[src/design/dtadd_pkg.sv]
// ----------------------------------------------------------------------------
// dtadd_pkg
// Shared types and constants for the date and time offset adder.
// ----------------------------------------------------------------------------
package dtadd_pkg;

  localparam int unsigned YearW   = 14;
  localparam int unsigned YearIW  = 15;
  localparam int unsigned MonthW  = 4;
  localparam int unsigned DayW    = 5;
  localparam int unsigned HourW   = 5;
  localparam int unsigned MinW    = 6;
  localparam int unsigned SecW    = 6;
  localparam int unsigned OffW    = 31;
  localparam int unsigned TodW    = 18;
  localparam int unsigned ProdW   = 30;
  localparam int unsigned InDataW  = 72;
  localparam int unsigned OutDataW = 40;

  localparam logic [OffW-1:0] SecsPerDay  = 31'd86400;
  localparam logic [OffW-1:0] SecsPerYear = 31'd31536000;
  localparam logic [OffW-1:0] SecsPerLeap = 31'd31622400;
  localparam logic [TodW-1:0] SecsPerHour = 18'd3600;
  localparam logic [TodW-1:0] SecsPerMin  = 18'd60;
  localparam logic [MonthW:0] LastMonth   = 5'd12;

  // reciprocal of 25 scaled by 2^20, exact for years below 2^15
  localparam logic [15:0] Recip25  = 16'd41944;
  localparam int unsigned RecipSh  = 20;

  typedef struct packed {
    logic load;
    logic fix_mod;
    logic day_t;
    logic year;
    logic tod_add;
    logic day_tod;
    logic hour;
    logic minute;
    logic out_load;
  } dtadd_cmd_t;

  typedef struct packed {
    logic at_jan1;
    logic t_ge_day;
    logic t_ge_year;
    logic tod_ge_day;
    logic tod_ge_hour;
    logic tod_ge_min;
  } dtadd_stat_t;

  function automatic logic [DayW-1:0] month_len(input logic [MonthW-1:0] m,
                                                input logic leap);
    logic [DayW-1:0] len;
    case (m)
      4'd1, 4'd3, 4'd5, 4'd7, 4'd8, 4'd10, 4'd12: len = 5'd31;
      4'd4, 4'd6, 4'd9, 4'd11: len = 5'd30;
      4'd2: len = leap ? 5'd29 : 5'd28;
      default: len = 5'd0;
    endcase
    return len;
  endfunction

endpackage

[src/design/dtadd_dp.sv]
// ----------------------------------------------------------------------------
// dtadd_dp
// Datapath: date registers, remaining offset, time of day, leap tracking and
// the result registers, all stepped by commands from the controller.
// ----------------------------------------------------------------------------
module dtadd_dp
  import dtadd_pkg::*;
(
  input  logic              clk_i,
  input  dtadd_cmd_t        cmd_i,
  output dtadd_stat_t       stat_o,
  input  logic [YearW-1:0]  start_year_i,
  input  logic [MonthW-1:0] start_month_i,
  input  logic [DayW-1:0]   start_day_i,
  input  logic [HourW-1:0]  start_hour_i,
  input  logic [MinW-1:0]   start_minute_i,
  input  logic [SecW-1:0]   start_second_i,
  input  logic [OffW-1:0]   offset_seconds_i,
  output logic [YearW-1:0]  end_year_o,
  output logic [MonthW-1:0] end_month_o,
  output logic [DayW-1:0]   end_day_o,
  output logic [HourW-1:0]  end_hour_o,
  output logic [MinW-1:0]   end_minute_o,
  output logic [SecW-1:0]   end_second_o
);

  logic [YearIW-1:0] y_q, y_d;
  logic [MonthW-1:0] m_q, m_d;
  logic [DayW-1:0]   d_q, d_d;
  logic [OffW-1:0]   t_q, t_d;
  logic [TodW-1:0]   tod_q, tod_d;
  logic [4:0]        r25_q, r25_d;
  logic [ProdW-1:0]  prod_q, prod_d;
  logic [HourW-1:0]  hr_q, hr_d;
  logic [MinW-1:0]   mn_q, mn_d;

  logic [YearW-1:0]  oy_q;
  logic [MonthW-1:0] om_q;
  logic [DayW-1:0]   od_q;
  logic [HourW-1:0]  oh_q;
  logic [MinW-1:0]   omn_q;
  logic [SecW-1:0]   os_q;

  logic              leap;
  logic [OffW-1:0]   year_secs;
  logic [DayW:0]     d_inc;
  logic [MonthW:0]   m_inc;
  logic [DayW-1:0]   nd_day;
  logic [MonthW:0]   nd_month;
  logic              nd_carry;
  logic [YearIW-1:0] y_inc;
  logic [4:0]        r25_inc;
  logic [9:0]        quo;
  logic [YearIW-1:0] quo25;
  logic [YearIW-1:0] rem25;
  logic [TodW-1:0]   base;

  // leap: multiple of 4, and of 16 when a multiple of 25
  assign leap      = (y_q[1:0] == 2'd0) && ((r25_q != 5'd0) || (y_q[3:0] == 4'd0));
  assign year_secs = leap ? SecsPerLeap : SecsPerYear;

  assign y_inc   = y_q + YearIW'(1);
  assign r25_inc = (r25_q == 5'd24) ? 5'd0 : r25_q + 5'd1;

  // next calendar day
  always_comb begin
    d_inc = {1'b0, d_q} + 6'd1;
    m_inc = {1'b0, m_q} + 5'd1;
    if (d_inc > {1'b0, month_len(m_q, leap)}) begin
      nd_day   = 5'd1;
      nd_month = m_inc;
    end else begin
      nd_day   = d_inc[DayW-1:0];
      nd_month = {1'b0, m_q};
    end
    nd_carry = nd_month > LastMonth;
    if (nd_carry) begin
      nd_month = 5'd1;
    end
  end

  assign quo   = prod_q[ProdW-1:RecipSh];
  assign quo25 = YearIW'({quo, 4'b0}) + YearIW'({quo, 3'b0}) + YearIW'(quo);
  assign rem25 = y_q - quo25;

  assign base = TodW'(start_hour_i) * 18'd3600 + TodW'(start_minute_i) * 18'd60
              + TodW'(start_second_i);

  always_comb begin
    y_d    = y_q;
    m_d    = m_q;
    d_d    = d_q;
    t_d    = t_q;
    tod_d  = tod_q;
    r25_d  = r25_q;
    prod_d = prod_q;
    hr_d   = hr_q;
    mn_d   = mn_q;
    if (cmd_i.load) begin
      y_d    = YearIW'(start_year_i);
      m_d    = start_month_i;
      d_d    = start_day_i;
      t_d    = offset_seconds_i;
      tod_d  = base;
      prod_d = ProdW'(start_year_i) * ProdW'(Recip25);
      hr_d   = '0;
      mn_d   = '0;
    end
    if (cmd_i.fix_mod) begin
      r25_d = rem25[4:0];
    end
    if (cmd_i.day_t || cmd_i.day_tod) begin
      d_d = nd_day;
      m_d = nd_month[MonthW-1:0];
      if (nd_carry) begin
        y_d   = y_inc;
        r25_d = r25_inc;
      end
      if (cmd_i.day_t) begin
        t_d = t_q - SecsPerDay;
      end else begin
        tod_d = tod_q - TodW'(SecsPerDay);
      end
    end
    if (cmd_i.year) begin
      t_d   = t_q - year_secs;
      y_d   = y_inc;
      r25_d = r25_inc;
    end
    if (cmd_i.tod_add) begin
      tod_d = tod_q + t_q[TodW-1:0];
    end
    if (cmd_i.hour) begin
      tod_d = tod_q - SecsPerHour;
      hr_d  = hr_q + HourW'(1);
    end
    if (cmd_i.minute) begin
      tod_d = tod_q - SecsPerMin;
      mn_d  = mn_q + MinW'(1);
    end
  end

  always_ff @(posedge clk_i) begin
    y_q    <= y_d;
    m_q    <= m_d;
    d_q    <= d_d;
    t_q    <= t_d;
    tod_q  <= tod_d;
    r25_q  <= r25_d;
    prod_q <= prod_d;
    hr_q   <= hr_d;
    mn_q   <= mn_d;
    if (cmd_i.out_load) begin
      oy_q  <= y_q[YearW-1:0];
      om_q  <= m_q;
      od_q  <= d_q;
      oh_q  <= hr_q;
      omn_q <= mn_q;
      os_q  <= tod_q[SecW-1:0];
    end
  end

  assign stat_o.at_jan1     = (m_q == 4'd1) && (d_q == 5'd1);
  assign stat_o.t_ge_day    = t_q >= SecsPerDay;
  assign stat_o.t_ge_year   = t_q >= year_secs;
  assign stat_o.tod_ge_day  = tod_q >= TodW'(SecsPerDay);
  assign stat_o.tod_ge_hour = tod_q >= SecsPerHour;
  assign stat_o.tod_ge_min  = tod_q >= SecsPerMin;

  assign end_year_o   = oy_q;
  assign end_month_o  = om_q;
  assign end_day_o    = od_q;
  assign end_hour_o   = oh_q;
  assign end_minute_o = omn_q;
  assign end_second_o = os_q;

endmodule

[src/design/dtadd_ctrl.sv]
// ----------------------------------------------------------------------------
// dtadd_ctrl
// Controller: sequences the day, year and time-of-day steps and owns the
// stream handshakes.
// ----------------------------------------------------------------------------
module dtadd_ctrl
  import dtadd_pkg::*;
(
  input  logic        clk_i,
  input  logic        rst_ni,
  input  logic        s_valid_i,
  output logic        s_ready_o,
  output logic        m_valid_o,
  input  logic        m_ready_i,
  input  dtadd_stat_t stat_i,
  output dtadd_cmd_t  cmd_o
);

  typedef enum logic [9:0] {
    StIdle   = 10'b0000000001,
    StMod    = 10'b0000000010,
    StFwd    = 10'b0000000100,
    StYear   = 10'b0000001000,
    StDays   = 10'b0000010000,
    StTodAdd = 10'b0000100000,
    StWrap   = 10'b0001000000,
    StHour   = 10'b0010000000,
    StMin    = 10'b0100000000,
    StFin    = 10'b1000000000
  } state_e;

  state_e state_q, state_d;
  logic   mvalid_q, mvalid_d;

  always_comb begin
    state_d  = state_q;
    cmd_o    = '0;
    s_ready_o = 1'b0;
    mvalid_d = mvalid_q && !m_ready_i;
    case (state_q)
      StIdle: begin
        s_ready_o = 1'b1;
        if (s_valid_i) begin
          cmd_o.load = 1'b1;
          state_d    = StMod;
        end
      end
      StMod: begin
        cmd_o.fix_mod = 1'b1;
        state_d       = StFwd;
      end
      StFwd: begin
        if (!stat_i.at_jan1 && stat_i.t_ge_day) begin
          cmd_o.day_t = 1'b1;
        end else begin
          state_d = StYear;
        end
      end
      StYear: begin
        if (stat_i.t_ge_year) begin
          cmd_o.year = 1'b1;
        end else begin
          state_d = StDays;
        end
      end
      StDays: begin
        if (stat_i.t_ge_day) begin
          cmd_o.day_t = 1'b1;
        end else begin
          state_d = StTodAdd;
        end
      end
      StTodAdd: begin
        cmd_o.tod_add = 1'b1;
        state_d       = StWrap;
      end
      StWrap: begin
        if (stat_i.tod_ge_day) begin
          cmd_o.day_tod = 1'b1;
        end else begin
          state_d = StHour;
        end
      end
      StHour: begin
        if (stat_i.tod_ge_hour) begin
          cmd_o.hour = 1'b1;
        end else begin
          state_d = StMin;
        end
      end
      StMin: begin
        if (stat_i.tod_ge_min) begin
          cmd_o.minute = 1'b1;
        end else begin
          state_d = StFin;
        end
      end
      StFin: begin
        if (!mvalid_q || m_ready_i) begin
          cmd_o.out_load = 1'b1;
          mvalid_d       = 1'b1;
          state_d        = StIdle;
        end
      end
      default: begin
        state_d = StIdle;
      end
    endcase
  end

  always_ff @(posedge clk_i or negedge rst_ni) begin
    if (!rst_ni) begin
      state_q  <= StIdle;
      mvalid_q <= 1'b0;
    end else begin
      state_q  <= state_d;
      mvalid_q <= mvalid_d;
    end
  end

  assign m_valid_o = mvalid_q;

endmodule

[src/design/datetime_add_seconds.sv]
// ----------------------------------------------------------------------------
// datetime_add_seconds
// Adds an unsigned offset in seconds to a Gregorian date and time.
//
//   channel  dir  tdata                                       tuser  tlast
//   s_axis   in   72b: year, month, day, hour, min, sec, ofs  -      -
//   m_axis   out  40b: year, month, day, hour, min, sec       -      -
//
// one beat in, one beat out; each beat is worked off in steps: F and D single day
// steps (up to 365 each), Y whole years (up to 68), W day carries out of the
// time of day (up to 2), H hours (up to 23) and M minutes (up to 59), one
// step per cycle
// a new beat is taken while the previous result waits; a full output stalls
// reset clears the controller and the output valid; no clearing pass
// ----------------------------------------------------------------------------
module datetime_add_seconds
  import dtadd_pkg::*;
(
  input  logic                clk_i,
  input  logic                rst_ni,
  input  logic                s_axis_tvalid,
  output logic                s_axis_tready,
  // year[13:0] month[17:14] day[22:18] hour[27:23] minute[33:28]
  // second[39:34] offset_seconds[70:40] zero[71]
  input  logic [InDataW-1:0]  s_axis_tdata,
  output logic                m_axis_tvalid,
  input  logic                m_axis_tready,
  // year[13:0] month[17:14] day[22:18] hour[27:23] minute[33:28] second[39:34]
  output logic [OutDataW-1:0] m_axis_tdata
);

  dtadd_cmd_t  cmd;
  dtadd_stat_t stat;

  logic [YearW-1:0]  end_year;
  logic [MonthW-1:0] end_month;
  logic [DayW-1:0]   end_day;
  logic [HourW-1:0]  end_hour;
  logic [MinW-1:0]   end_minute;
  logic [SecW-1:0]   end_second;

  dtadd_ctrl u_ctrl (
    .clk_i     (clk_i),
    .rst_ni    (rst_ni),
    .s_valid_i (s_axis_tvalid),
    .s_ready_o (s_axis_tready),
    .m_valid_o (m_axis_tvalid),
    .m_ready_i (m_axis_tready),
    .stat_i    (stat),
    .cmd_o     (cmd)
  );

  dtadd_dp u_dp (
    .clk_i            (clk_i),
    .cmd_i            (cmd),
    .stat_o           (stat),
    .start_year_i     (s_axis_tdata[13:0]),
    .start_month_i    (s_axis_tdata[17:14]),
    .start_day_i      (s_axis_tdata[22:18]),
    .start_hour_i     (s_axis_tdata[27:23]),
    .start_minute_i   (s_axis_tdata[33:28]),
    .start_second_i   (s_axis_tdata[39:34]),
    .offset_seconds_i (s_axis_tdata[70:40]),
    .end_year_o       (end_year),
    .end_month_o      (end_month),
    .end_day_o        (end_day),
    .end_hour_o       (end_hour),
    .end_minute_o     (end_minute),
    .end_second_o     (end_second)
  );

  assign m_axis_tdata = {end_second, end_minute, end_hour, end_day, end_month, end_year};

endmodule

[config.mk]
export PLATFORM = sky130hd
export DESIGN_NAME = datetime_add_seconds
export DESIGN_NICKNAME = d
export VERILOG_FILES = /design/src/design/dtadd_pkg.sv /design/src/design/dtadd_dp.sv /design/src/design/dtadd_ctrl.sv /design/src/design/datetime_add_seconds.sv
export SDC_FILE = /design/constraint.sdc
export NUM_CORES = 1
export LEC_CHECK = 0
export ABC_AREA = 1
export BUFFER_PORTS_ARGS = -buffer_cell sky130_fd_sc_hd__buf_2
export CAP_MARGIN = 20
export CORE_ASPECT_RATIO = 1.5
export CORE_MARGIN = 2
export CORE_UTILIZATION = 30
export DETAILED_ROUTE_END_ITERATION = 7
export SLEW_MARGIN = 10
export SYNTH_ARGS = -nofsm -noshare
export SYNTH_HDL_FRONTEND = slang
export SYNTH_SLANG_ARGS = --single-unit
[constraint.sdc]
create_clock -name clk_i -period 8.6 [get_ports clk_i]
set_input_delay 1.72 -clock clk_i [delete_from_list [all_inputs] [get_ports clk_i]]
set_output_delay 1.72 -clock clk_i [all_outputs]
set_load 0.01 [all_outputs]
After elaboration in Yosys (flattened, before gate mapping)
Index checks and enable logic that the tools add are counted.

operators by class
  eq/ne operators = 32
  order comparisons = 7
  multiply operators = 3
  add/sub/neg operators = 17
  reduce and logical (&&, ||, !) cells = 19
  multiplexer cells = 62

operator list
  operator                                                                  count
  18-bit two-way mux                                                        7
  31-bit two-way mux                                                        4
  10-bit one-hot mux with 10 select lines                                   1
  10-bit two-way mux                                                        8
  15-bit two-way mux                                                        4
  5-bit two-way mux                                                         11
  31-bit by 17-bit >= comparator with 1-bit output (second input constant)  1
  31-bit >= comparator                                                      1
  31-bit by 17-bit subtractor with 31-bit output (second input constant)    1
  31-bit subtractor                                                         1
  14-bit by 13-bit multiplier with 22-bit output (second input constant)    1
  4-bit equality test (second input constant)                               5
  1-bit two-way mux                                                         20
  17-bit by 12-bit adder with 18-bit output                                 1
  18-bit adder                                                              1
  18-bit by 6-bit adder with 18-bit output                                  1
  18-bit by 12-bit >= comparator with 1-bit output (second input constant)  1
  18-bit by 17-bit >= comparator with 1-bit output (second input constant)  1
  18-bit by 6-bit >= comparator with 1-bit output (second input constant)   1
  18-bit by 12-bit subtractor with 18-bit output (second input constant)    1
  18-bit by 17-bit subtractor with 18-bit output (second input constant)    1
  18-bit by 6-bit subtractor with 18-bit output (second input constant)     1
  4-bit by 3-bit equality test with 1-bit output (second input constant)    4
  15-bit by 1-bit adder with 15-bit output (second input constant)          1
  40 further kinds                                                          61

word-level totals
  input port bits = 76
  register bits = 162
  output and inout port bits = 42
  word-level logic and storage cells = 157

Logic depth before layout (Yosys ltp)
Gate-level depths: netlist of the first run.

  word-level depth = 11
  depth in mapped cells = 26
  depth with buffers taken out = 26

Modules after synthesis
From an unflattened synthesis of the first run, not the netlist that was laid out.

unflattened totals
  cells, all modules = 2048
  area, all modules = 15417.3 µm²

by module, submodules not included
  module      instances  seq. area each (µm²)  cells each  area an instance (µm²)
  dtadd_dp    1          3453.3                1942        14701.6
  dtadd_ctrl  1          276.5                 106         715.7

Least setup slack after synthesis of the first run
No wires, ideal clock.

  path type = input port to flip-flop
  from = input s_axis_tdata[31]
  to = register u_dp.tod_q[12]
  required time = 8.484 ns
  path slack = 2.881 ns
  data arrival time = 5.603 ns
  setup time = 0.116 ns
  path buffers = 0
  cell stages on the path = 25
  path through = inv_1 -> fa_1 -> fa_1 -> inv_1 -> ha_1 -> a21oi_1 -> nand2_1 -> a21oi_1 -> o21ai_0 -> a21o_1 -> a21oi_1 -> xnor2_1 -> ha_1 -> ha_1 -> nand2_1 -> inv_1 -> a21oi_1 -> nand3_1 -> xor2_1 -> o21ai_0 -> nand2_1 -> nand2_1 -> nand2_1 -> nand2_1 -> nand2_1

between the ends
  longest elaborated chain between the ends = 9

RTL lines
  what                                              line                        RTL
  start, declared                                   datetime_add_seconds.sv:25  input logic [InDataW-1:0] s_axis_tdata,
  6-bit by 4-bit multiplier with 10-bit output (*)  dtadd_dp.sv:86              assign base = TodW'(start_hour_i) * 18'd3600 + TodW'(start_minute_i) * 18'd60
  17-bit by 12-bit adder with 18-bit output (*)     dtadd_dp.sv:86
  18-bit by 6-bit adder with 18-bit output (*)      dtadd_dp.sv:87              + TodW'(start_second_i);
  18-bit two-way mux (*)                            dtadd_dp.sv:99              if (cmd_i.load) begin
  18-bit two-way mux                                dtadd_dp.sv:119             if (cmd_i.day_t) begin
  18-bit two-way mux (*)                            dtadd_dp.sv:112             if (cmd_i.day_t || cmd_i.day_tod) begin
  18-bit two-way mux (*)                            dtadd_dp.sv:130             if (cmd_i.tod_add) begin
  18-bit two-way mux (*)                            dtadd_dp.sv:133             if (cmd_i.hour) begin
  18-bit two-way mux (*)                            dtadd_dp.sv:137             if (cmd_i.minute) begin
  named net u_dp.tod_d[12]                          dtadd_dp.sv:31              logic [TodW-1:0] tod_q, tod_d;
  end signal, assigned                              dtadd_dp.sv:148             tod_q <= tod_d;
  end, declared                                     dtadd_dp.sv:31

Mark *: on every way through the listed nets, which the timed path passes. The rest lies on a longest branch.
A chain may end at the register's enable or synchronous reset.

Worst setup path in the final report of the first run
  from = input s_axis_tdata[31]
  to = register u_dp.tod_q[13]

The elaborated chain is that of the path after synthesis.

==> metrics.log, run 1 <==
INFO  metric result_of_the_run = completed
INFO  metric arrival_time_of_the_worst_setup_path = ~6.3 ns
INFO  metric rows = about 100
INFO  metric p_int = around 3100 uW
INFO  metric vias = between 10000 and 15000
INFO  metric synth_seq_cells = roughly 140
INFO  metric clkPwrFrac = 0.115
INFO  metric seq_area_frac_synth = 0.235
INFO  metric drt_first_iter_violations = 706
INFO  metric synthCells = 2088
INFO  metric ioPinCount = 118
INFO  metric place_hpwl = between 30000 and 40000 um
INFO  metric worstSetupPathType = primary input to register
INFO  metric grt_pass1_vias = 14200
INFO  metric nNetsFinal = ~2500
INFO  metric design.die.area = ~55000 um2
INFO  metric worst_setup_hold_path_clk_slew = around 0.07 ns
INFO  metric total_clock_buffers_created_by_cts = 17
INFO  metric grt_pass1_wl = about 73000 um
INFO  metric chipWidth = 192 um
INFO  metric placeableCoreArea = around 52000 um2
INFO  metric cp_data_required_time = ~9.0 ns
INFO  metric hold_bufs_inserted_after_cts = 0
INFO  metric maximum_number_of_pins_on_one_net_before_global_route_repair = 57
INFO  metric clk-insertion-delay-late = approximately 0.45 ns
INFO  metric final-setup-viol-count = 0
INFO  metric timing.critical_path.fanout_max = 5
INFO  metric async_reset_ff_frac = 0.0764
INFO  metric swShare = 0.529
INFO  metric route.final.wire_length = between 40000 and 50000 um
INFO  metric power.share.combinational = 0.672
INFO  metric port_buffers = 116
INFO  metric power.sequential.fraction = 0.214
INFO  metric timing.clock.skew = roughly 0.021 ns
INFO  metric drv_slew = 0
INFO  metric clock-root-buffer = sky130_fd_sc_hd__clkbuf_16
INFO  metric floorplan.initialDensity = 0.302
INFO  metric critPathLaunchType = primary input
INFO  metric slew-limit-headroom = 0.358
INFO  metric grt_overflow_total = 0
INFO  metric gp_congestion = between 0.9 and 1
INFO  metric cts.sink_count = 144
INFO  metric finalHoldWorstSlack = 0.473 ns
INFO  metric hold_path_class = register to register
INFO  metric power_density = between 300 and 400 nW/um2
INFO  metric power.switching = 3510 uW
INFO  metric cts_tree = built
INFO  metric synth.cell_area = between 15000 and 20000 um2
INFO  metric vdd.ir_drop.worst = 0.269 mV
INFO  metric areaGrowthSynthToFinish = 11.6%
INFO  metric clock.fmax = 169 MHz
INFO  metric finalHoldViolCount = 0
INFO  metric worst-slew-pin-transition = around 0.96 ns
INFO  metric drc = 0
INFO  metric leakage = around 0.0086 uW
INFO  metric dr.pass1.iters = 7
INFO  metric viasPerCell = around 4.9
INFO  metric synth_enable_flop_cells = 79
INFO  metric groute.usage.overall = 0.170
INFO  metric cts_htree_levels = 4
INFO  metric fin_tns_setup = 0 ns
INFO  metric drive_above_1_share = 0.109
INFO  metric count_of_buffers_added_by_post_cts_timing_repair_for_setup = 0
INFO  metric min_period = 5.93 ns
INFO  metric ctsResizeCount = 0
INFO  metric ant_nets = 0
INFO  metric timing.max_cap.violations = 0
INFO  metric unrepaired_setup_endpoints_after_global_routing = no
INFO  metric ant_diodes = 0
INFO  metric die_height = about 290 um
INFO  metric post_drt_wl_per_cell = approximately 16 um
INFO  metric antenna_found_initial = 4
INFO  metric ctsLongestPathBuffers = 2
INFO  metric synthesis.area_per_instance = between 7 and 8 um2
INFO  metric synth.distinct_cells = approximately 60
INFO  metric synth_nets = approximately 2400
INFO  metric synth.yosys.warnings = 0
INFO  metric ys.flop_type = sky130_fd_sc_hd__edfxtp_1
INFO  metric critical_path.endpoint_type = register
INFO  metric timing.final.crit_share = 0.690
cells in the final DEF, fill, tap and decap left out, drive strengths merged, types with 9 or more instances in the layout:
| cell | count |
|---|---|
| a21oi | 100 |
| a31oi | 9 |
| buf | 121 |
| clkbuf | 21 |
| dfrtp | 10 |
| dfxtp | 54 |
| edfxtp | 79 |
| fa | 79 |
| ha | 185 |
| inv | 369 |
| nand2 | 452 |
| nand3 | 139 |
| nand4 | 28 |
| nor2 | 154 |
| nor3 | 39 |
| nor4 | 13 |
| o211ai | 20 |
| o21ai | 158 |
| xnor2 | 27 |
| xor2 | 79 |
sequential cells by signal (all words and copies together), names as in the netlist:
name / cells
u_dp.end_minute_o: 6
u_dp.d_q: 5
u_dp.end_hour_o: 5
u_dp.hr_q: 5
u_dp.mn_q: 6
u_dp.end_month_o: 4
u_dp.prod_q: 5
u_dp.y_q: 14
u_ctrl.m_valid_o: 1
u_dp.end_second_o: 6
u_dp.r25_q: 5
u_dp.m_q: 4
u_dp.end_year_o: 14
u_dp.end_day_o: 5
u_dp.t_q: 31
u_ctrl.state_q: 10
u_dp.tod_q: 18
power groups by stage:
| stage | clock network [uW] | logic, uW | registers [uW] |
|---|---|---|---|
| CTS | 778 | 4460 | 1420 |
| finish | 760 | 4460 | 1420 |
| floorplan | 0 | 3540 | 1250 |
| global placement | 0 | 4330 | 1420 |
| global route | 800 | 5100 | 1460 |
| detailed placement | 0 | 4420 | 1430 |
Yosys cell counts, drive strengths merged, types with 6 or more instances:
library cell,number,area share
a21oi,100,0.032
a31oi,9,0.0036
buf,26,0.011
clkbuf,9,0.0021
dfrtp,10,0.016
dfxtp,54,0.068
edfxtp,79,0.15
fa,79,0.10
ha,185,0.15
inv,367,0.087
nand2,452,0.11
nand3,139,0.047
nand3b,6,0.0041
nand4,28,0.012
nor2,154,0.040
nor3,39,0.013
nor4,13,0.0061
o211ai,20,0.0095
o21ai,158,0.055
o21bai,6,0.0028
o31ai,7,0.0033
or2,8,0.0032
xnor2,27,0.015
xor2,79,0.044
cell families (layout without fill, tap and decap cells):
group / count (synthesis) / in the layout / synth area share
AOI/OAI and AO/OA: 326 / 326 / 0.119
xor gates and xnor gates: 106 / 106 / 0.0586
adders and majority gates: 264 / 264 / 0.246
buffers and inverters: 404 / 522 / 0.101
DFF: 144 / 144 / 0.235
and+or+nand+nor: 844 / 844 / 0.240
worst paths after layout:
check	depth (start not counted)	startpoint	end	slack [ns]
min in group asynchronous	1	rst_ni	u_ctrl.state_q[5]	1.16
worst max register to register	15	u_dp.y_q[3]	u_dp.t_q[6]	4.38
worst max-delay path	26	s_axis_tdata[31]	u_dp.tod_q[13]	2.67
worst min-delay path	0	u_dp.y_q[9]	u_dp.end_year_o[9]	0.47
max in group asynchronous	1	rst_ni	u_ctrl.state_q[0]	7.16
worst min register to register	0	u_dp.y_q[9]	u_dp.end_year_o[9]	0.47
routing by layer:
metal,part of all wire,GRT usage,up-vias
met5,0.00083,0,-
met4,0.024,0.0562,6
met3,0.031,0.0206,63
met2,0.54,0.328,292
met1,0.40,0.190,6621
li1,-,-,7034
stage by stage:
step | utilization | power, uW | cells | setup WS, ns | cell area (um2)
floorplan | - | 4800 | 2088 | 2.88 | 15800
global placement | 0.326 | 5750 | 2856 | 2.19 | 17100
detailed placement | 0.326 | 5850 | 2856 | 2.23 | 17100
CTS | 0.337 | 6650 | 2888 | 2.67 | 17700
global route | 0.337 | 7360 | 2888 | 2.24 | 17700
finish | 0.337 | 6640 | 2888 | 2.67 | 17700
final cells by class:
class,instances,area [um2]
Sequential cell,144,3730
Clock inverter,11,133
Tap cell,682,853
Timing Repair Buffer,121,618
Fill cell,5534,34800
Multi-Input combinational cell,1540,10500
Clock buffer,21,440
Inverter,369,1390
worst max-delay path: stages:
cell and delay [ns]:
sky130_fd_sc_hd__buf_2 0.10, sky130_fd_sc_hd__inv_1 0.26, sky130_fd_sc_hd__fa_1 0.50, sky130_fd_sc_hd__fa_1 0.51, sky130_fd_sc_hd__inv_1 0.04, sky130_fd_sc_hd__ha_1 0.33, sky130_fd_sc_hd__a21oi_1 0.14, sky130_fd_sc_hd__nand2_1 0.10
sky130_fd_sc_hd__a21oi_1 0.13, sky130_fd_sc_hd__o21ai_0 0.13, sky130_fd_sc_hd__a21o_1 0.18, sky130_fd_sc_hd__a21oi_1 0.15, sky130_fd_sc_hd__xnor2_1 0.15, sky130_fd_sc_hd__ha_1 0.26, sky130_fd_sc_hd__ha_1 0.36, sky130_fd_sc_hd__nand2_1 0.11
sky130_fd_sc_hd__inv_1 0.04, sky130_fd_sc_hd__a21oi_1 0.13, sky130_fd_sc_hd__nand3_1 0.15, sky130_fd_sc_hd__nand2_1 0.10, sky130_fd_sc_hd__nand2_1 0.06, sky130_fd_sc_hd__o21ai_0 0.27, sky130_fd_sc_hd__o21ai_0 0.15, sky130_fd_sc_hd__nand3_1 0.09
sky130_fd_sc_hd__nand2_1 0.10, sky130_fd_sc_hd__nand2_1 0.06
Power figures use the tool's default switching activity.
==> run 2, diff against run 1 <==
==> constraint.sdc (replaced) <==
create_clock -name clk_i -period 5.1 [get_ports clk_i]
set_input_delay 1.02 -clock clk_i [delete_from_list [all_inputs] [get_ports clk_i]]
set_output_delay 1.02 -clock clk_i [all_outputs]
set_load 0.01 [all_outputs]
==> metrics.log, run 2 (synthesized netlist as in run 1, its figures left out) <==
INFO  metric power.sequential.fraction = 0.206 (was 0.214)
INFO  metric layout.filler_cells = 5498 (was 5534)
INFO  metric critical_path.endpoint_type = register (unchanged)
INFO  metric power.switching = 6000 uW (was 3510 uW)
INFO  metric leakage = 0.00897 uW (was 0.00865 uW)
INFO  metric critPathLaunchType = primary input (unchanged)
INFO  metric cpPeakStageDelay = 0.51 ns (about the same)
INFO  metric worstSetupPathType = primary input to register (unchanged)
INFO  metric fin_util = 0.347 (was 0.337)
INFO  metric ioPinCount = 118 (unchanged)
INFO  metric p_int = 5600 uW (was 3130 uW)
INFO  metric worstPathBufferInverterCount = 4 (unchanged)
INFO  metric regMostFlops = u_dp.t_q (unchanged)
INFO  metric gp_congestion = 0.938 (was 0.934)
INFO  metric swShare = 0.517 (was 0.529)
INFO  metric reg_top3 = u_dp.t_q x31, u_dp.tod_q x18 (unchanged)
INFO  metric power.share.combinational = 0.680 (was 0.672)
INFO  metric grt_overflow_total = 0 (unchanged)
INFO  metric cts.sink_count = 144 (unchanged)
INFO  metric cp_data_required_time = 5.50 ns (was 8.98 ns)
INFO  metric drt_first_iter_violations = 755 (was 706)
INFO  metric power_density = 637 nW/um2 (was 375 nW/um2)
INFO  metric timing.clock.skew = 0.0110 ns (was 0.0207 ns)
INFO  metric die_height = 285 um (unchanged)
INFO  metric drv_slew = 0 (unchanged)
INFO  metric route.final.wire_length = 46600 um (was 45900 um)
INFO  metric min_period = around 4.7 ns
INFO  metric drive_above_1_share = 0.136 (was 0.109)
INFO  metric final-setup-viol-count = 0 (unchanged)
INFO  metric ctsLongestPathBuffers = 2 (unchanged)
INFO  metric hold_path_class = primary input to async pin (was register to register)
INFO  metric timing.critical_path.fanout_max = 4 (was 5)
INFO  metric multi_input_combinational_cell_area = 10600 um2 (was 10500 um2)
INFO  metric cts_htree_levels = 4 (unchanged)
INFO  metric clock-root-buffer = sky130_fd_sc_hd__clkbuf_16 (unchanged)
INFO  metric worstRegToRegCells = 15 (unchanged)
INFO  metric port_buffers = 116 (unchanged)
INFO  metric unrepaired_setup_endpoints_after_global_routing = no (unchanged)
INFO  metric finalHoldWorstSlack = 0.441 ns (was 0.473 ns)
INFO  metric vias = 14300 (was 14000)
INFO  metric timing.final.crit_share = 0.923
INFO  metric groute.usage.overall = 0.172 (was 0.170)
INFO  metric ant_nets = 0 (unchanged)
INFO  metric antenna_found_initial = 1 (was 4)
INFO  metric critical-path-top-delay-family = adder cells (unchanged)
INFO  metric design.die.area = 54700 um2 (unchanged)
INFO  metric worst-slew-pin-transition = 0.773 ns (was 0.961 ns)
INFO  metric clk-insertion-delay-late = 0.45 ns (about the same)
INFO  metric critical-path-slowest-cell = sky130_fd_sc_hd__fa_1 (unchanged)
INFO  metric commonest_non_fill_non_tap_cell_in_the_layout = sky130_fd_sc_hd__nand2_1 (unchanged)
INFO  metric critical_register_to_register_path_endpoint = u_dp.t_q[6] (unchanged)
INFO  metric chipWidth = 192 um (unchanged)
INFO  metric viasPerCell = 4.86 (was 4.85)
INFO  metric post_drt_wl_per_cell = 15.8 um (was 15.9 um)
INFO  metric finalHoldViolCount = 0 (unchanged)
INFO  metric vdd.ir_drop.worst = 0.341 mV (was 0.269 mV)
INFO  metric timing.max_cap.violations = 0 (unchanged)
INFO  metric slew-limit-headroom = 0.480 (was 0.358)
INFO  metric maximum_number_of_pins_on_one_net_before_global_route_repair = 43 (was 57)
INFO  metric placeableCoreArea = 52500 um2 (unchanged)
INFO  metric worst_setup_hold_path_clk_slew = 0.07 ns (about the same)
INFO  metric arrival_time_of_the_worst_setup_path = 5.11 ns (was 6.31 ns)
INFO  metric clock.fmax = 212 MHz
INFO  metric final-seq-area = 3730 um2 (unchanged)
INFO  metric cts_tree = built (unchanged)
INFO  metric place_hpwl = 37900 um (was 37000 um)
INFO  metric drc = 0 (unchanged)
INFO  metric result_of_the_run = completed (unchanged)
INFO  metric grt_pass1_vias = 14400 (was 14200)
INFO  metric areaGrowthSynthToFinish = 14.9% (was 11.6%)
INFO  metric clkPwrFrac = 0.114 (was 0.115)
INFO  metric largest_register_ff_count = 31 (unchanged)
INFO  metric ant_diodes = 0 (unchanged)
INFO  metric mostFrequentLayoutCells = 430 x sky130_fd_sc_hd__nand2_1, 356 x sky130_fd_sc_hd__inv_1, 183 x sky130_fd_sc_hd__ha_1 (was 430 x sky130_fd_sc_hd__nand2_1, 356 x sky130_fd_sc_hd__inv_1, 185 x sky130_fd_sc_hd__ha_1)
INFO  metric rrSetupSlack = 0.85 ns (was 4.38 ns)
INFO  metric worst_r2r_startpoint = u_dp.y_q[2] (was u_dp.y_q[3])
INFO  metric total_clock_buffers_created_by_cts = 17 (unchanged)
INFO  metric grt_pass1_wl = 74000 um (was 73300 um)
INFO  metric floorplan.initialDensity = 0.302 (unchanged)
INFO  metric nNetsFinal = 2594 (was 2533)
INFO  metric hold_bufs_inserted_after_cts = 0 (unchanged)
INFO  metric dr.pass1.iters = 5 (was 7)
INFO  metric critPathMostFrequentCell = sky130_fd_sc_hd__nand2_1 (unchanged)
INFO  metric rows = 103 (unchanged)
[run 2: cell types whose count changed in the layout (fill, tap and decap cells not counted), sizes merged]
cell / delta
buf: +61
clkbuf: -4
clkinvlp: -2
inv: +6
[run 2: layer usage]
layer  track usage  up-vias  wire (um)
met3        0.0202       80       1680
met2         0.333      355      25200
li1              -     7167          -
met1         0.190     6720      18400
met5             0        -          0
met4        0.0602        0       1310
[run 2: power groups by stage]
stage / registers [uW] / logic (uW) / clock network [uW]
after floorplan: 2120 / 5970 / 0
after detailed placement: 2400 / 7800 / 0
after global routing: 2460 / 8960 / 1400
after global placement: 2390 / 7630 / 0
final: 2390 / 7880 / 1320
after CTS: 2380 / 7860 / 1350
[run 2: cell type report]
cell class                      count  area share
Tap cell                          682      0.0469
Clock inverter                     15     0.00942
Inverter                          369      0.0761
Clock buffer                       17      0.0234
Sequential cell                   144       0.205
Timing Repair Buffer              182      0.0591
Multi-Input combinational cell   1540       0.580
[run 2: timing repair]
item                       in CTS  in global routing
resized for setup               0                  9
setup buffers                   0                  1
setup endpoints to repair       0                  3
[run 2: worst max path at each step]
| stage | startpoint | endpoint | slack, ns | depth (start not counted) |
|---|---|---|---|---|
| 2_1_floorplan | s_axis_tdata[31] | u_dp.tod_q[12] | 0.08 | 25 |
| 3_3_place_gp | s_axis_tdata[29] | u_dp.tod_q[12] | -0.19 | 26 |
| 3_5_place_dp | s_axis_tdata[29] | u_dp.tod_q[15] | -0.23 | 27 |
| 4_1_cts | s_axis_tdata[29] | u_dp.tod_q[15] | 0.23 | 27 |
| 5_1_grt | s_axis_tdata[29] | u_dp.tod_q[15] | 0.03 | 27 |
| 6_report | s_axis_tdata[29] | u_dp.tod_q[13] | 0.39 | 26 |
[run 2: worst register-to-register path, stage by stage, from the launching register on]
cell and delay, ns:
sky130_fd_sc_hd__dfxtp_1 0.41, sky130_fd_sc_hd__o2111ai_1 0.60, sky130_fd_sc_hd__nand2_1 0.34, sky130_fd_sc_hd__inv_1 0.23, sky130_fd_sc_hd__ha_1 0.29, sky130_fd_sc_hd__nand3_1 0.10, sky130_fd_sc_hd__nand3_1 0.11, sky130_fd_sc_hd__nand2_1 0.08
sky130_fd_sc_hd__nand3_1 0.11, sky130_fd_sc_hd__nand2_1 0.08, sky130_fd_sc_hd__nand2_1 0.14, sky130_fd_sc_hd__nand2_1 0.13, sky130_fd_sc_hd__nand4_2 0.25, sky130_fd_sc_hd__nand2_4 0.43, sky130_fd_sc_hd__nand2_1 0.30, sky130_fd_sc_hd__inv_1 0.32
[run 2: metrics by stage]
| step | setup WS, ns | cells | TNS, ns | total power, uW | instance area [um2] |
|---|---|---|---|---|---|
| 2_1_floorplan | 0.0809 | 2088 | 0 | 8090 | 15800 |
| 3_5_place_dp | -0.233 | 2916 | -1.12 | 10200 | 17600 |
| 6_report | 0.393 | 2949 | 0 | 11600 | 18200 |
| 3_3_place_gp | -0.185 | 2916 | -0.898 | 10000 | 17600 |
| 5_1_grt | 0.0311 | 2949 | 0 | 12800 | 18200 |
| 4_1_cts | 0.234 | 2948 | 0 | 11600 | 18200 |
==> run 3, diff against run 2 <==
==> constraint.sdc (replaced) <==
create_clock -name clk_i -period 4.2 [get_ports clk_i]
set_input_delay 0.84 -clock clk_i [delete_from_list [all_inputs] [get_ports clk_i]]
set_output_delay 0.84 -clock clk_i [all_outputs]
set_load 0.01 [all_outputs]
==> metrics.log, run 3 (synthesized netlist as in run 1, its figures left out) <==
INFO  metric result_of_the_run = complete, but fails checks (was completed)
INFO  metric violations = negative setup slack
INFO  metric worst-slew-pin-transition = 0.785 ns (was 0.773 ns)
INFO  metric drv_slew = 0 (unchanged)
INFO  metric cp_data_required_time = 4.59 ns (was 5.50 ns)
INFO  metric mostFrequentLayoutCells = 402 x sky130_fd_sc_hd__nand2_1, 322 x sky130_fd_sc_hd__inv_1, 153 x sky130_fd_sc_hd__ha_1 (was 430 x sky130_fd_sc_hd__nand2_1, 356 x sky130_fd_sc_hd__inv_1, 183 x sky130_fd_sc_hd__ha_1)
INFO  metric clock-root-buffer = sky130_fd_sc_hd__clkbuf_16 (unchanged)
INFO  metric fin_tns_setup = -1.35 ns (was 0 ns)
INFO  metric layout.filler_cells = 5421 (was 5498)
INFO  metric place_hpwl = 39300 um (was 37900 um)
INFO  metric reg_top3 = u_dp.t_q x31, u_dp.tod_q x18 (unchanged)
INFO  metric fin_total_pwr = 15900 uW (was 11600 uW)
INFO  metric gp_congestion = 0.924 (was 0.938)
INFO  metric viasPerCell = 4.86 (about the same)
INFO  metric grt_pass1_wl = 76700 um (was 74000 um)
INFO  metric timing.final.crit_share = 1.05
INFO  metric vias = 14600 (was 14300)
INFO  metric placeableCoreArea = 52500 um2 (unchanged)
INFO  metric antenna_found_initial = 1 (unchanged)
INFO  metric rows = 103 (unchanged)
INFO  metric commonest_non_fill_non_tap_cell_in_the_layout = sky130_fd_sc_hd__nand2_1 (unchanged)
INFO  metric route.final.wire_length = 48300 um (was 46600 um)
INFO  metric design.die.area = 54700 um2 (unchanged)
INFO  metric worst_setup_hold_path_clk_slew = 0.07 ns (about the same)
INFO  metric regMostFlops = u_dp.t_q (unchanged)
INFO  metric post_drt_wl_per_cell = 16.1 um (was 15.8 um)
INFO  metric timing.max_cap.violations = 0 (unchanged)
INFO  metric arrival_time_of_the_worst_setup_path = 4.81 ns (was 5.11 ns)
INFO  metric ant_nets = 0 (unchanged)
INFO  metric maximum_number_of_pins_on_one_net_before_global_route_repair = 56 (was 43)
INFO  metric pre_cts_slack = -0.767 ns (was -0.233 ns)
INFO  metric slew-limit-headroom = 0.476 (was 0.480)
INFO  metric ioPinCount = 118 (unchanged)
INFO  metric grt_pass1_vias = 14900 (was 14400)
INFO  metric groute.usage.overall = 0.179 (was 0.172)
INFO  metric critical_path.endpoint_type = register (unchanged)
INFO  metric grt_overflow_total = 0 (unchanged)
INFO  metric min_period = about 4.4 ns
INFO  metric cts_htree_levels = 4 (unchanged)
INFO  metric chipWidth = 192 um (unchanged)
INFO  metric leakage = 0.00936 uW (was 0.00897 uW)
INFO  metric worstSetupPathType = primary input to register (unchanged)
INFO  metric timing.clock.skew = 0.0130 ns (was 0.0110 ns)
INFO  metric final-setup-viol-count = 13 (was 0)
INFO  metric hold_path_class = primary input to async pin (unchanged)
INFO  metric cts_tree = built (unchanged)
INFO  metric ctsLongestPathBuffers = 2 (unchanged)
INFO  metric layout_setup_ws = -0.212 ns (was 0.393 ns)
INFO  metric die_height = 285 um (unchanged)
INFO  metric finalHoldWorstSlack = 0.270 ns (was 0.441 ns)
INFO  metric drive_above_1_share = 0.224 (was 0.136)
INFO  metric finalHoldViolCount = 0 (unchanged)
INFO  metric vdd.ir_drop.worst = 0.643 mV (was 0.341 mV)
INFO  metric drt_first_iter_violations = 742 (was 755)
INFO  metric nNetsFinal = 2653 (was 2594)
INFO  metric ant_diodes = 0 (unchanged)
INFO  metric clock.fmax = about 230 MHz
INFO  metric unrepaired_setup_endpoints_after_global_routing = yes (was no)
INFO  metric floorplan.initialDensity = 0.302 (unchanged)
INFO  metric largest_register_ff_count = 31 (unchanged)
INFO  metric timing.critical_path.fanout_max = 3 (was 4)
INFO  metric total_clock_buffers_created_by_cts = 17 (unchanged)
INFO  metric power_density = 810 nW/um2 (was 637 nW/um2)
INFO  metric clk-insertion-delay-late = 0.45 ns (about the same)
INFO  metric worstRegToRegCells = 19 (was 15)
INFO  metric hold_bufs_inserted_after_cts = 0 (unchanged)
INFO  metric drc = 0 (unchanged)
INFO  metric areaGrowthSynthToFinish = 24.1% (was 14.9%)
INFO  metric dr.pass1.iters = 6 (was 5)
INFO  metric critPathLaunchType = primary input (unchanged)
INFO  metric cts.sink_count = 144 (unchanged)
INFO  metric port_buffers = 116 (unchanged)
[run 3: metal layers]
layer / share of wire / global-route usage
met1: 0.39 / 0.199
met2: 0.54 / 0.339
met3: 0.036 / 0.0227
met4: 0.035 / 0.0702
met5: 0 / 0
[run 3: metrics by stage]
step,utilization,area [um2],instances
global placement,0.347,18200,2961
CTS,0.364,19100,2999
detailed placement,0.347,18200,2961
finish,0.375,19700,3008
global route,0.375,19700,3008
floorplan,-,16200,2088
[run 3: path summary, 6_finish.rpt]
check                                 start              endpoint  slack (ns)
max in group asynchronous            rst_ni     u_ctrl.state_q[0]        3.65
min in group clk_i             u_dp.mn_q[3]  u_dp.end_minute_o[3]        0.46
hold reg to reg                u_dp.mn_q[3]  u_dp.end_minute_o[3]        0.46
hold / removal                       rst_ni     u_ctrl.state_q[3]        0.27
setup reg to reg                u_dp.m_q[1]          u_dp.y_q[11]        0.36
setup / recovery           s_axis_tdata[29]        u_dp.tod_q[15]       -0.21
[run 3: cell type report]
class                      instances  area [um2]  share of cell area
sequential                       144        3730               0.190
clock inverter                    13         114             0.00579
clock buffer                      19         433              0.0220
inverter                         369        1400              0.0714
tap                              682         853              0.0434
multi-input combinational       1540       11400               0.580
timing repair buffer             241        1710              0.0871
[run 3: critical path: stages]
cell                       delay [ns]
sky130_fd_sc_hd__buf_8           0.10
sky130_fd_sc_hd__fa_1            0.57
sky130_fd_sc_hd__inv_2           0.05
sky130_fd_sc_hd__fa_1            0.54
sky130_fd_sc_hd__inv_2           0.05
sky130_fd_sc_hd__ha_4            0.16
sky130_fd_sc_hd__a21oi_4         0.14
sky130_fd_sc_hd__nand2_2         0.08
sky130_fd_sc_hd__a21oi_2         0.16
sky130_fd_sc_hd__o21ai_2         0.09
sky130_fd_sc_hd__a21o_1          0.18
sky130_fd_sc_hd__a21oi_2         0.18
sky130_fd_sc_hd__xnor2_2         0.15
sky130_fd_sc_hd__ha_4            0.23
sky130_fd_sc_hd__ha_4            0.30
sky130_fd_sc_hd__nand2_2         0.08
sky130_fd_sc_hd__nor2_4          0.09
sky130_fd_sc_hd__nand3b_1        0.10
sky130_fd_sc_hd__nand3_2         0.12
sky130_fd_sc_hd__nand2_2         0.07
sky130_fd_sc_hd__o21ai_2         0.11
sky130_fd_sc_hd__nand3_1         0.09
sky130_fd_sc_hd__nand2_1         0.10
sky130_fd_sc_hd__o21ai_1         0.07
sky130_fd_sc_hd__nand2_1         0.06
sky130_fd_sc_hd__nand2_1         0.05
sky130_fd_sc_hd__nand2_1         0.05
[run 3: what timing repair did]
item	4_1_cts	5_1_grt
pin swaps	60	103
buffers inserted	6	9
hold endpoints to repair	0	0
setup endpoints to repair	15	17
resized for setup	67	131
[run 3: power by group]
group          switching [uW]  total [uW]  internal, uW
Combinational            6700       11500          4820
Clock                     654        1470           815
Sequential                777        2930          2150
